**src/hdl/eik8_div.sv**
```systemverilog
module eik8_div #(
	parameter int DW = 32,
	parameter int QW = 30
) (
	input  logic          clk,
	input  logic [DW-1:0] num_hi,
	input  logic [QW-1:0] num_lo,
	input  logic [DW-1:0] den,
	output logic [QW-1:0] quo
);

	logic [DW-1:0] rem_s  [QW];
	logic [DW-1:0] den_s  [QW];
	logic [QW-1:0] word_s [QW];

	for (genvar i = 0; i < QW; i++) begin : g_stage
		logic [DW-1:0] rem_in;
		logic [DW-1:0] den_in;
		logic [QW-1:0] word_in;
		logic [DW:0]   trial;
		logic          ge;

		if (i == 0) begin : g_first
			assign rem_in  = num_hi;
			assign den_in  = den;
			assign word_in = num_lo;
		end else begin : g_next
			assign rem_in  = rem_s[i-1];
			assign den_in  = den_s[i-1];
			assign word_in = word_s[i-1];
		end

		assign trial = {rem_in, word_in[QW-1]};
		assign ge    = trial >= {1'b0, den_in};

		always_ff @(posedge clk) begin
			rem_s[i]  <= ge ? DW'(trial - {1'b0, den_in}) : DW'(trial);
			den_s[i]  <= den_in;
			word_s[i] <= {word_in[QW-2:0], ge};
		end
	end

	assign quo = word_s[QW-1];

endmodule

```
**config.mk**
```make
export PLATFORM = sky130hd
export DESIGN_NAME = eik8_div
export DESIGN_NICKNAME = d
export VERILOG_FILES = /design/src/hdl/eik8_div.sv
export SDC_FILE = /design/constraint.sdc
export NUM_CORES = 2
export LEC_CHECK = 0
export BUFFER_PORTS_ARGS = -buffer_cell sky130_fd_sc_hd__buf_2
export CAP_MARGIN = 20
export CORE_MARGIN = 2
export CORE_UTILIZATION = 50
export DETAILED_ROUTE_END_ITERATION = 7
export PLACE_DENSITY = 0.65
export SLEW_MARGIN = 25
export SYNTH_ARGS = -nofsm -noshare
export SYNTH_HDL_FRONTEND = slang
export SYNTH_SLANG_ARGS = --single-unit
```
**constraint.sdc**
```tcl
create_clock -name clk -period 10.3 [get_ports clk]
set_clock_uncertainty 0.15 [all_clocks]
set_input_delay 2.06 -clock clk [delete_from_list [all_inputs] [get_ports clk]]
set_output_delay 2.06 -clock clk [all_outputs]
set_load 0.01 [all_outputs]
```
==> flow_summary_export.csv <==
group,metric,value,unit
power,vdd_ir_drop_max,0.204,mV
routing,avgRoutedWirePerCell,17.8,µm
global_routing,grt_overflow,0,
routing,routed_wl,268000,µm
sta,clock.fmax,194,MHz
worst_setup_path,path_common_cell,"o21ai_0",
worst_setup_path,critPathSlowestCell,"o21ai_0",
global_routing,grt_usage,22.3,%
floorplan,die_area,234000,µm²
cts,post-cts-setup-buffers,0,
cts,holdBufCountCts,0,
placed_design,io_buffers,124,
global_routing,grt_pass1_vias,79100,
logic_synthesis,syn_avg_cell_area,9.91,µm²
cts,cts_inserted_buffers,306,
floorplan,coreArea,229000,µm²
placed_design,gp_congestion,0.942,
global_routing,grt_max_degree,66,
cts,clkSinkCount,2756,
cts,clk_pin_slew,50,ps
floorplan,die_w,484,µm
cts,clk_latency,950,ps
logic_synthesis,async_flop_share,0,%
worst_setup_path,cpPeakStageDelay,570,ps
cells_and_area,fillers,19900,
logic_synthesis,synth_ff_type,"dfxtp_1",
power,p_leak,59.7,nW
sta,finalMaxSlewViolations,0,
cts,h-tree-depth,5,
logic_synthesis,syn-num-nets,12700,
cts,clockBufferDepth,4,
cts,cts_tree,"yes",
global_routing,grt_first_pass_wirelength,425000,µm
logic_synthesis,netlist_area,115000,µm²
sta,tns,0,ps
sta,setup_viol,0,
cells_and_area,drive_above_1_share,9.97,%
run_status,status,"finished clean",
floorplan,io_pins,125,
floorplan,initial_core_util,50.2,%
placed_design,hpwl,207000,µm
worst_setup_path,crit_required,10940,ps
worst_setup_path,path_max_fanout,4,
placed_design,place_inst,14500,
power,p_per_area,377,nW/µm²
sta,hold_violations,0,
cts,root_buffer,"clkbuf_16",
routing,via_per_inst,5.36,
logic_synthesis,synth_warnings,0,
logic_synthesis,synthCells,11600,
worst_setup_path,crit_type,"in2reg",
cts,cts_resized,0,
worst_setup_path,cpLargestDelayFamily,"compound AO/OA/AOI/OAI gates",
sta,timing.final.crit_period,5140,ps
sta,rsz0062_at_grt,"false",
worst_setup_path,cp-start-kind,"input pin",
cells_and_area,multi_input_area,54500,µm²
job,drv_cap,0,
worst_setup_path,cp-end-kind,"flip-flop",
cells_and_area,register_area,55200,µm²
sta,finalCritPeriodShare,49.9,%
routing,ant_nets,0,
floorplan,die-height,484,µm
logic_synthesis,synth-edff-count,0,
worst_setup_path,cp_num_buf_inv,2,
cells_and_area,synthToLayoutAreaGrowth,12.2,%
logic_synthesis,synth_seq_cells,2756,
sta,max-slew-margin-rel,29.6,%
worst_setup_path,arrival,5780,ps
global_routing,antenna_found_initial,10,
worst_hold_path,hp-class,"reg2reg",
logic_synthesis,yosysUniqueCellTypes,87,
logic_synthesis,ys_seq_area_share,48.0,%
cells_and_area,layout.nets,12900,
cells_and_area,final_cells,15100,
floorplan,rows,176,
routing,drtIter0Drc,5427,
routing,dr.pass1.iters,6,
routing,vias,80800,
worst_setup_path,crit_chain,"buf_2 > inv_1 > ha_1 > fa_1 > nor2b_1 > o21ai_0 > o21ai_0 > a21oi_1 > o31ai_1 > a31oi_1 > o21ai_0 > a31oi_1 > o21ai_0 > xor2_1 > mux2_2",
routing,drc,0,
sta,worst_pin_slew,1050,ps
power,power.total,48.7,mW
power breakdown:
| group | switching [mW] | internal [mW] | leakage (nW) | total [mW] |
|---|---|---|---|---|
| clock | 4.24 | 6.66 | 4.98 | 10.9 |
| sequential | 1.73 | 14.0 | 23.2 | 15.7 |
| combinational | 12.1 | 10.0 | 31.5 | 22.1 |
| total | 18.1 | 30.6 | 59.7 | 48.7 |
synthesized netlist by cell type (17+ instances only):
cell	instances	area share (%)
dfxtp_1	2756	48
inv_1	1191	3.9
ha_1	960	10
a21oi_1	924	4.0
o21ai_0	622	2.7
nand2_1	613	2.0
nor2_1	600	2.0
a21o_1	515	3.4
xnor2_1	497	3.8
mux2_2	489	4.8
xor2_1	302	2.3
nand3_1	181	0.79
clkbuf_1	171	0.56
nand4_1	152	0.83
nor2b_1	140	0.76
nand2b_1	124	0.67
o21a_1	119	0.78
a31oi_1	94	0.51
o21bai_1	94	0.61
nor3_1	91	0.40
a211oi_1	78	0.51
and3_1	77	0.42
o31ai_1	53	0.35
buf_2	50	0.22
o211ai_1	48	0.31
mux2i_1	45	0.39
a21boi_0	38	0.25
or3_1	36	0.20
and2_1	35	0.19
nor4_1	35	0.19
a221oi_1	34	0.26
o31a_1	32	0.24
fa_1	29	0.50
a211o_1	25	0.19
or2_2	23	0.13
a31o_2	20	0.15
and4_1	20	0.15
nand3b_1	17	0.11
layer usage:
metal / share of wire [%] / routed length (µm) / global-route usage (%)
met4: 2.7 / 7270 / 6.98
met5: 0.0049 / 13 / 0
met1: 47 / 126000 / 30.5
met2: 45 / 121000 / 36.3
met3: 5.2 / 13800 / 3.50
final timing paths:
kind                    startpoint                      to  slack [ps]  cells past startpoint
min reg2reg  word_s[1][87]$_DFF_P_  word_s[1][118]$_DFF_P_         140                      0
max reg2reg  den_s[1][227]$_DFF_P_   rem_s[1][262]$_DFF_P_        5280                     13
max                     num_lo[29]    rem_s[0][26]$_DFF_P_        5160                     15
min          word_s[1][87]$_DFF_P_  word_s[1][118]$_DFF_P_         140                      0
flip-flops by register name, summed over array words and instances (netlist names):
register  flops
den_s       928
word_s      900
rem_s       928
metrics by stage:
step / setup WS [ps] / util [%] / hold slack, ps / instance area [µm²]
finish: 5160 / 56.3 / 139 / 129000
global route: 4860 / 56.3 / 147 / 129000
CTS: 5240 / 56.3 / 146 / 129000
detailed placement: 4280 / 51.8 / 162 / 119000
global placement: 4280 / 51.8 / 160 / 119000
floorplan: 5220 / - / 160 / 115000
logic make-up after synthesis:
| family | synth area share, % |
|---|---|
| compound gates | 15.9 |
| mux | 5.20 |
| fa+ha+maj | 10.9 |
| buf+inv | 4.75 |
| simple gates | 9.17 |
| xor+xnor | 6.08 |
| flops | 48.0 |
placed cells by master, fill, tap and decap left out, types with 139 or more instances in the layout:
| cell | Yosys | routed |
|---|---|---|
| nor2b_1 | 140 | 139 |
| xnor2_1 | 497 | 497 |
| xor2_1 | 302 | 302 |
| a21o_1 | 515 | 515 |
| mux2_2 | 489 | 489 |
| ha_1 | 960 | 960 |
| nand2_1 | 613 | 613 |
| nand4_1 | 152 | 152 |
| o21ai_0 | 622 | 622 |
| inv_1 | 1191 | 1191 |
| a21oi_1 | 924 | 923 |
| nor2_1 | 600 | 600 |
| dfxtp_1 | 2756 | 2756 |
| clkbuf_16 | 0 | 312 |
| nand3_1 | 181 | 181 |
area by class of cell:
cell class | instances | area share (%)
flip-flops and latches | 2756 | 42.8
multi-input cells | 7418 | 42.3
clock buffers | 409 | 6.69
inverters | 1191 | 3.46
well taps | 3026 | 2.93
clock inverters | 115 | 1.19
repair buffers | 156 | 0.683
diodes | 6 | 0.0116
Power figures use the tool's default switching activity.
